--- src/hdl/ipv4rx_pkg.sv ---
// Types, constants and helper functions of the IPv4 receive header filter.
package ipv4rx_pkg;

    localparam int HEADER_WORDS = 10;
    localparam int IDX_W        = $clog2(HEADER_WORDS);
    localparam int WORD_W       = 16;
    localparam int ADDR_W       = 32;
    localparam int CNT_W        = 32;
    localparam int BYTE_W       = 8;

    localparam logic [IDX_W-1:0] POS_VERSION  = IDX_W'(0);
    localparam logic [IDX_W-1:0] POS_PROTOCOL = IDX_W'(4);
    localparam logic [IDX_W-1:0] POS_DEST_HI  = IDX_W'(8);
    localparam logic [IDX_W-1:0] POS_LAST     = IDX_W'(HEADER_WORDS - 1);

    localparam logic [BYTE_W-1:0] VERSION_LENGTH_OK = 8'h45;
    localparam logic [BYTE_W-1:0] PROTO_ICMP        = 8'd1;
    localparam logic [BYTE_W-1:0] PROTO_TCP         = 8'd6;
    localparam logic [BYTE_W-1:0] PROTO_UDP         = 8'd17;
    localparam logic [WORD_W-1:0] SUM_GOOD          = 16'hFFFF;

    typedef enum logic [2:0] {
        VERDICT_ICMP     = 3'd0,
        VERDICT_TCP      = 3'd1,
        VERDICT_UDP      = 3'd2,
        VERDICT_ADDR     = 3'd3,
        VERDICT_UNKNOWN  = 3'd4,
        VERDICT_CHECKSUM = 3'd5
    } t_verdict;

    // Summary of the header being completed, handed from accumulator to judge.
    typedef struct packed {
        logic              done;
        logic              sum_ok;
        logic [BYTE_W-1:0] version_length;
        logic [BYTE_W-1:0] protocol;
        logic [ADDR_W-1:0] destination;
    } t_hdr_status;

    // Ones'-complement addition with end-around carry.
    function automatic logic [WORD_W-1:0] ones_add(input logic [WORD_W-1:0] a,
                                                   input logic [WORD_W-1:0] b);
        logic [WORD_W:0] s;
        s = {1'b0, a} + {1'b0, b};
        return s[WORD_W-1:0] + {{(WORD_W-1){1'b0}}, s[WORD_W]};
    endfunction

endpackage

--- src/hdl/ipv4_receive_header_filter.sv ---
// The tenth word of a header passes the input register and then the result register.
// Throughput: one header word per cycle while the input is not stalled; the accumulator
// and the judge each produce their part combinationally between the input and result registers.
// The input stalls only while a result is held under output stall.
// Reset (synchronous, active low) clears the address register, the word
// position, the result valid and all four statistics counters.
module ipv4_receive_header_filter (
    input  logic                                i_clk,
    input  logic                                i_rst_n,
    input  logic                                i_my_address_wr_en,
    input  logic [ipv4rx_pkg::ADDR_W-1:0]       i_my_address,
    input  logic                                i_in_valid,
    output logic                                o_in_stall,
    input  logic [ipv4rx_pkg::WORD_W-1:0]       i_header_word,
    input  logic                                i_first_word,
    output logic                                o_out_valid,
    input  logic                                i_out_stall,
    output logic [2:0]                          o_verdict,
    output logic [ipv4rx_pkg::BYTE_W-1:0]       o_protocol,
    output logic [ipv4rx_pkg::CNT_W-1:0]        o_received_count,
    output logic [ipv4rx_pkg::CNT_W-1:0]        o_address_error_count,
    output logic [ipv4rx_pkg::CNT_W-1:0]        o_unknown_proto_count,
    output logic [ipv4rx_pkg::CNT_W-1:0]        o_header_error_count
);

    logic                          r_in_valid;
    logic [ipv4rx_pkg::WORD_W-1:0] r_in_word;
    logic                          r_in_first;
    logic [ipv4rx_pkg::ADDR_W-1:0] r_my_address;

    logic                          out_free;
    logic                          advance;
    ipv4rx_pkg::t_hdr_status       hdr_status;

    assign advance    = r_in_valid && out_free;
    assign o_in_stall = r_in_valid && !out_free;

    always_ff @(posedge i_clk) begin
        if (!i_rst_n) begin
            r_in_valid   <= 1'b0;
            r_my_address <= '0;
        end else begin
            if (!o_in_stall) begin
                r_in_valid <= i_in_valid;
            end
            if (i_my_address_wr_en) begin
                r_my_address <= i_my_address;
            end
        end
    end

    always_ff @(posedge i_clk) begin
        if (i_in_valid && !o_in_stall) begin
            r_in_word  <= i_header_word;
            r_in_first <= i_first_word;
        end
    end

    ipv4rx_accum u_accum (
        .i_clk     (i_clk),
        .i_rst_n   (i_rst_n),
        .i_advance (advance),
        .i_word    (r_in_word),
        .i_first   (r_in_first),
        .o_status  (hdr_status)
    );

    ipv4rx_judge u_judge (
        .i_clk                 (i_clk),
        .i_rst_n               (i_rst_n),
        .i_status              (hdr_status),
        .i_my_address          (r_my_address),
        .i_out_stall           (i_out_stall),
        .o_out_free            (out_free),
        .o_out_valid           (o_out_valid),
        .o_verdict             (o_verdict),
        .o_protocol            (o_protocol),
        .o_received_count      (o_received_count),
        .o_address_error_count (o_address_error_count),
        .o_unknown_proto_count (o_unknown_proto_count),
        .o_header_error_count  (o_header_error_count)
    );

endmodule

--- src/hdl/ipv4rx_accum.sv ---
// Word accumulator: running checksum, word position and captured header fields.
module ipv4rx_accum (
    input  logic                                i_clk,
    input  logic                                i_rst_n,
    input  logic                                i_advance,
    input  logic [ipv4rx_pkg::WORD_W-1:0]       i_word,
    input  logic                                i_first,
    output ipv4rx_pkg::t_hdr_status             o_status
);

    logic [ipv4rx_pkg::IDX_W-1:0]  r_index;
    logic [ipv4rx_pkg::WORD_W-1:0] r_sum;
    logic [ipv4rx_pkg::BYTE_W-1:0] r_version;
    logic [ipv4rx_pkg::BYTE_W-1:0] r_protocol;
    logic [ipv4rx_pkg::WORD_W-1:0] r_dest_hi;

    logic [ipv4rx_pkg::IDX_W-1:0]  n_index;
    logic [ipv4rx_pkg::WORD_W-1:0] n_sum;
    logic [ipv4rx_pkg::BYTE_W-1:0] n_version;
    logic [ipv4rx_pkg::BYTE_W-1:0] n_protocol;

    logic                          take;
    logic                          last;
    logic [ipv4rx_pkg::IDX_W-1:0]  pos;
    logic [ipv4rx_pkg::WORD_W-1:0] base;

    // A word without a start flag is dropped when no header is in progress.
    assign take = i_advance && (i_first || (r_index != ipv4rx_pkg::POS_VERSION));
    assign pos  = i_first ? ipv4rx_pkg::POS_VERSION : r_index;
    assign base = i_first ? '0 : r_sum;
    assign last = (pos == ipv4rx_pkg::POS_LAST);

    assign n_sum      = ipv4rx_pkg::ones_add(base, i_word);
    assign n_version  = (pos == ipv4rx_pkg::POS_VERSION)
                        ? i_word[ipv4rx_pkg::WORD_W-1:ipv4rx_pkg::BYTE_W] : r_version;
    assign n_protocol = (pos == ipv4rx_pkg::POS_PROTOCOL)
                        ? i_word[ipv4rx_pkg::BYTE_W-1:0] : r_protocol;
    assign n_index    = last ? ipv4rx_pkg::POS_VERSION : pos + 1'b1;

    always_ff @(posedge i_clk) begin
        if (!i_rst_n) begin
            r_index <= '0;
        end else if (take) begin
            r_index <= n_index;
        end
    end

    always_ff @(posedge i_clk) begin
        if (take) begin
            r_sum      <= n_sum;
            r_version  <= n_version;
            r_protocol <= n_protocol;
            if (pos == ipv4rx_pkg::POS_DEST_HI) begin
                r_dest_hi <= i_word;
            end
        end
    end

    // The last word carries the low half of the destination address.
    always_comb begin
        o_status.done           = take && last;
        o_status.sum_ok         = (n_sum == ipv4rx_pkg::SUM_GOOD);
        o_status.version_length = n_version;
        o_status.protocol       = n_protocol;
        o_status.destination    = {r_dest_hi, i_word};
    end

endmodule

--- src/hdl/ipv4rx_judge.sv ---
// Verdict logic, statistics counters and the result register.
module ipv4rx_judge (
    input  logic                                i_clk,
    input  logic                                i_rst_n,
    input  ipv4rx_pkg::t_hdr_status             i_status,
    input  logic [ipv4rx_pkg::ADDR_W-1:0]       i_my_address,
    input  logic                                i_out_stall,
    output logic                                o_out_free,
    output logic                                o_out_valid,
    output logic [2:0]                          o_verdict,
    output logic [ipv4rx_pkg::BYTE_W-1:0]       o_protocol,
    output logic [ipv4rx_pkg::CNT_W-1:0]        o_received_count,
    output logic [ipv4rx_pkg::CNT_W-1:0]        o_address_error_count,
    output logic [ipv4rx_pkg::CNT_W-1:0]        o_unknown_proto_count,
    output logic [ipv4rx_pkg::CNT_W-1:0]        o_header_error_count
);

    logic                          r_out_valid;
    ipv4rx_pkg::t_verdict          r_verdict;
    logic [ipv4rx_pkg::BYTE_W-1:0] r_protocol;
    logic [ipv4rx_pkg::CNT_W-1:0]  r_total;
    logic [ipv4rx_pkg::CNT_W-1:0]  r_addr_err;
    logic [ipv4rx_pkg::CNT_W-1:0]  r_unknown;
    logic [ipv4rx_pkg::CNT_W-1:0]  r_sum_err;

    ipv4rx_pkg::t_verdict          n_verdict;

    always_comb begin
        if (i_status.destination != i_my_address) begin
            n_verdict = ipv4rx_pkg::VERDICT_ADDR;
        end else if (i_status.version_length != ipv4rx_pkg::VERSION_LENGTH_OK) begin
            n_verdict = ipv4rx_pkg::VERDICT_UNKNOWN;
        end else if (!i_status.sum_ok) begin
            n_verdict = ipv4rx_pkg::VERDICT_CHECKSUM;
        end else if (i_status.protocol == ipv4rx_pkg::PROTO_ICMP) begin
            n_verdict = ipv4rx_pkg::VERDICT_ICMP;
        end else if (i_status.protocol == ipv4rx_pkg::PROTO_TCP) begin
            n_verdict = ipv4rx_pkg::VERDICT_TCP;
        end else if (i_status.protocol == ipv4rx_pkg::PROTO_UDP) begin
            n_verdict = ipv4rx_pkg::VERDICT_UDP;
        end else begin
            n_verdict = ipv4rx_pkg::VERDICT_UNKNOWN;
        end
    end

    assign o_out_free = !r_out_valid || !i_out_stall;

    always_ff @(posedge i_clk) begin
        if (!i_rst_n) begin
            r_out_valid <= 1'b0;
            r_total     <= '0;
            r_addr_err  <= '0;
            r_unknown   <= '0;
            r_sum_err   <= '0;
        end else if (i_status.done) begin
            r_out_valid <= 1'b1;
            r_total     <= r_total + 1'b1;
            case (n_verdict)
                ipv4rx_pkg::VERDICT_ADDR:     r_addr_err <= r_addr_err + 1'b1;
                ipv4rx_pkg::VERDICT_UNKNOWN:  r_unknown  <= r_unknown + 1'b1;
                ipv4rx_pkg::VERDICT_CHECKSUM: r_sum_err  <= r_sum_err + 1'b1;
                default: ;
            endcase
        end else if (!i_out_stall) begin
            r_out_valid <= 1'b0;
        end
    end

    always_ff @(posedge i_clk) begin
        if (i_status.done) begin
            r_verdict  <= n_verdict;
            r_protocol <= i_status.protocol;
        end
    end

    // Counters only move when a new result is loaded, so they double as its fields.
    assign o_out_valid           = r_out_valid;
    assign o_verdict             = r_verdict;
    assign o_protocol            = r_protocol;
    assign o_received_count      = r_total;
    assign o_address_error_count = r_addr_err;
    assign o_unknown_proto_count = r_unknown;
    assign o_header_error_count  = r_sum_err;

endmodule

--- config.mk ---
export PLATFORM = sky130hd
export DESIGN_NAME = ipv4_receive_header_filter
export DESIGN_NICKNAME = d
export VERILOG_FILES = /design/src/hdl/ipv4rx_pkg.sv /design/src/hdl/ipv4_receive_header_filter.sv /design/src/hdl/ipv4rx_accum.sv /design/src/hdl/ipv4rx_judge.sv
export SDC_FILE = /design/constraint.sdc
export NUM_CORES = 1
export LEC_CHECK = 0
export ABC_AREA = 1
export BUFFER_PORTS_ARGS = -buffer_cell sky130_fd_sc_hd__buf_2
export CORE_MARGIN = 2
export CORE_UTILIZATION = 59
export DETAILED_ROUTE_END_ITERATION = 8
export PLACE_DENSITY = 0.82
export SLEW_MARGIN = 20
export SYNTH_ARGS = -nofsm -noshare
export SYNTH_HDL_FRONTEND = slang
export SYNTH_HIERARCHICAL = 1
export SYNTH_SLANG_ARGS = --single-unit
--- constraint.sdc ---
create_clock -name i_clk -period 5.26 [get_ports i_clk]
set_input_delay 0.263 -clock i_clk [delete_from_list [all_inputs] [get_ports i_clk]]
set_output_delay 0.263 -clock i_clk [all_outputs]
set_load 0.02 [all_outputs]
==> impl_results.md <==
- Clock sink count: 242
- Xor/xnor share of the synthesized area: about 3.6%
- Launching element type of the critical path: flip-flop
- Number of hold violations in the final report: 0
- Clock tree skew after final layout: ~0.022 ns
- Worst vdd rail ir drop: approximately 220 uV
- CTS Root Buffer Type: clkbuf_16
- Crit path max fanout: 23
- Total negative slack for setup checks: 0 ns
- Count of input and output buffers: around 190
- Gpl congestion: around 0.96
- Post-detailed-route DRC marker count: 0
- Antenna cells: 0
- Clock latency on the worst-skew pair: approximately 0.55 ns
- Worst slew margin: 27.2%
- Number of cell rows: 56
- Leakage: 7.45 nW
- HPWL after DPL: 28100 um
- Ports: slightly below 200
- Remaining antenna violation count: 0
- Setup repair after global routing missed its margin: no
- Portion of total power attributed to the clock network: about two fifths
- Maximum number of pins on one net before global-route repair: 76
- Synth-to-Final Area Change: 17.8%
- Multiplexer share of the synthesized area: 1.26%
- Number of maximum-capacitance violations: 0
- Slew of the pin with the lowest slew margin: ~1.1 ns
- Overall die width: between 150 and 200 um
- Routed WL per cell: around 16 um
- H-tree depth: 1
- Fill cell total of the finished layout: 1900
- GR Util All Layers: 30.7%
- Final number of max-transition violations: 0
- Average footprint of a synthesized cell: about 7 um^2
- Period minus WS final: approximately 4.8 ns
- Synthesized instance count: approximately 2000
- Share of post-route cells with drive strength above 1: 17.2%
- # setup viols final: 0
- Wire length of the first global-routing pass: 64800 um
- Wire length after detailed routing: roughly 41000 um
- Count of state elements after synthesis: 242
- Simple-gate area share of the yosys netlist: a little under two fifths
- Comb pwr share: approximately 13%
- Overflow left after global routing: 0
- Netlist area before placement: between 10000 and 15000 um^2
- Vias per cell: 5.46
- Total number of yosys warnings: 6
- Final Total Pwr: between 0.004 and 0.005 W
- Net Sw Power: about 0.0012 W
- Count of flip-flops with a built-in enable after synthesis: 76
- Via count of the first global-routing pass: 13200
- Async set or reset register ratio after synthesis: 0%
- Post-synth top flop: dfxtp_1
- Crit path arrival time: 5.20 ns
- Critical path class: reg2reg
- Data required, critical path: between 5 and 6 ns
- Result of the run: complete, no violations
- Iteration-0 DRC Markers: roughly 1300
- Kind of end point of the critical path: flip-flop
- Min-Delay Path Class: in2reg
- Clk slew on worst S/H paths: approximately 0.06 ns
- Number of nets in the final layout: between 2000 and 2500
- Die Y: roughly 160 um
- Die outline area: ~25000 um^2
- Internal Pwr Total: around 0.0032 W
- Antenna violations before repair: 0
- Share of the synthesized area in compound gates (AO/OA/AOI/OAI): about 6.3%
- Part of the Yosys area used for sequential elements: roughly two fifths
- Total core area: 23600 um^2
- Register-to-Register Setup Slack: just over 0.5 ns
- Final worst path period share: 90.4%
- First-pass detailed-route iteration total: 8
- Total via count after detailed routing: ~14000
- Post-synth net total: roughly 2100
- Bufs on Longest Clock Path: 3
- FMAX: roughly 210 MHz
- Adder-cell share of the synthesized area: under 10%
- Number of buffers created by CTS: 27
- Switching portion of total power: 27.4%
- CTS tree: yes
- Starting Density: just over 60%
- Areal power density over the cells: 266 nW/um^2
- Relative contribution of sequential cells to total power: around 46%
- Critical-path cell with the highest stage delay: edfxtp_1
- Number of distinct library cells after synthesis: 54
- Largest family of logic cells by synthesized area: simple AND/OR/NAND/NOR gates
- Maximum cell stage delay along the critical path: between 0.4 and 0.5 ns
## sequential cells by signal (all words and copies together), names as in the netlist
register	flops
r_in_first	1
u_accum/r_protocol	8
r_my_address	32
u_judge/o_header_error_count	32
u_judge/o_address_error_count	32
u_accum/r_sum	16
u_judge/o_verdict	3
u_accum/r_version	8
u_accum/r_index	4
u_judge/o_protocol	8
u_accum/r_dest_hi	16
r_in_word	16
u_judge/o_out_valid	1
u_judge/o_unknown_proto_count	32
r_in_valid	1
u_judge/o_received_count	32
## cell families after synthesis
family                   count (synthesis)
AND/OR/NAND/NOR                       1179
buffers and inverters                  348
flip-flops                             242
AO/OA/AOI/OAI                          167
XOR/XNOR                                58
adder cells (fa/ha/maj)                 23
multiplexers                            16
## Yosys cell counts, drive strengths merged, types with 2 or more instances
library cell,n,area share [%]
nand2,533,15
clkbuf,19,0.60
edfxtp,76,16
nand4,63,3.0
nand3b,9,0.47
nor3b,3,0.16
xnor2,25,1.5
mux2,16,1.3
and2,2,0.088
inv,284,7.5
a21oi,82,3.1
xor2,33,2.0
o21a,3,0.16
or2,3,0.15
nor2,362,10
dfxtp,166,23
ha,22,1.9
and3,4,0.18
nor3,60,2.4
nor4,9,0.44
nand3,131,5.0
o22ai,2,0.088
o21bai,5,0.26
buf,40,2.0
o21ai,70,2.5
clkinv,5,0.13
## power groups by stage
stage	logic (W)	registers, W	clock network (W)
after global placement	0.000511	0.00207	0
final	0.000576	0.00203	0.00186
after floorplan	0.000415	0.00205	0
after global routing	0.000639	0.00204	0.00197
after detailed placement	0.000522	0.00207	0
after CTS	0.000554	0.00203	0.00188
## per-layer routing
metal	vias up	global-route usage, %	wire length (um)
met5	-	0	0
met1	6517	38.5	16500
met2	621	52.7	19200
li1	6948	-	-
met3	122	5.78	3250
met4	0	11.8	1630
## worst max-delay path, delay by kind of cell (launching register included)
family / cells / cell delay, ns
adders and majority gates: 3 / 0.72
DFF: 1 / 0.48
buffers and inverters: 5 / 0.56
and+or+nand+nor: 23 / 2.31
AOI/OAI and AO/OA: 4 / 0.57
## stage by stage
stage                     worst slack [ns]  utilization [%]  std cells  area, um^2  hold WS [ns]
after CTS                            0.274             70.9       2598       16700        0.0178
after floorplan                      0.630                -       2033       14300         0.362
after global placement               0.530             65.1       2499       15400         0.441
final                                0.504             71.3       2602       16800        0.0329
after detailed placement             0.320             65.1       2499       15400         0.443
after global routing               0.00600             71.3       2602       16800        0.0351
## worst paths after layout
check / startpoint / endpoint / depth (start not counted)
hold / removal: i_in_valid / r_in_valid$_SDFFE_PN0N_ / 3
setup reg to reg: r_in_first$_DFFE_PP_ / u_judge/o_unknown_proto_count[14]$_SDFFE_PN0P_ / 35
hold reg to reg: u_accum/r_index[3]$_SDFFE_PN0P_ / u_accum/r_index[3]$_SDFFE_PN0P_ / 2
setup / recovery: r_in_first$_DFFE_PP_ / u_judge/o_unknown_proto_count[14]$_SDFFE_PN0P_ / 35
## final cells by class
type | count | area [um^2] | share of cell area (%)
Multi-Input combinational cell | 1444 | 7290 | 43.3
Clock inverter | 17 | 168 | 0.996
Clock buffer | 33 | 698 | 4.15
Inverter | 289 | 1080 | 6.45
Sequential cell | 242 | 5610 | 33.3
Timing Repair Buffer | 258 | 1580 | 9.41
Tap cell | 319 | 399 | 2.37
## cells in the final DEF (no fill, tap or decap), drive strengths merged
cell / count
nand2: 533
xnor2: 25
inv: 287
dfxtp: 166
o31ai: 1
nor2: 363
and2: 2
nand3b: 9
o221a: 1
bufinv: 2
fa: 1
mux2: 16
xor2: 33
clkinvlp: 5
a21oi: 82
o22ai: 2
clkbuf: 33
nor3: 60
ha: 22
or2: 3
o21a: 3
o21ai: 70
edfxtp: 76
nand4: 63
and3: 4
o21ba: 1
dlygate4sd3: 49
buf: 209
o21bai: 5
nand3: 131
a31oi: 1
nor3b: 3
nor4: 9
clkinv: 12
o211ai: 1
## timing repair
action	4_1_cts	5_1_grt
hold endpoints to repair	49	0
setup endpoints to repair	0	59
gates resized for setup	0	12
hold buffers	49	0
setup buffers	0	3
(Power assumes the default switching activity.)
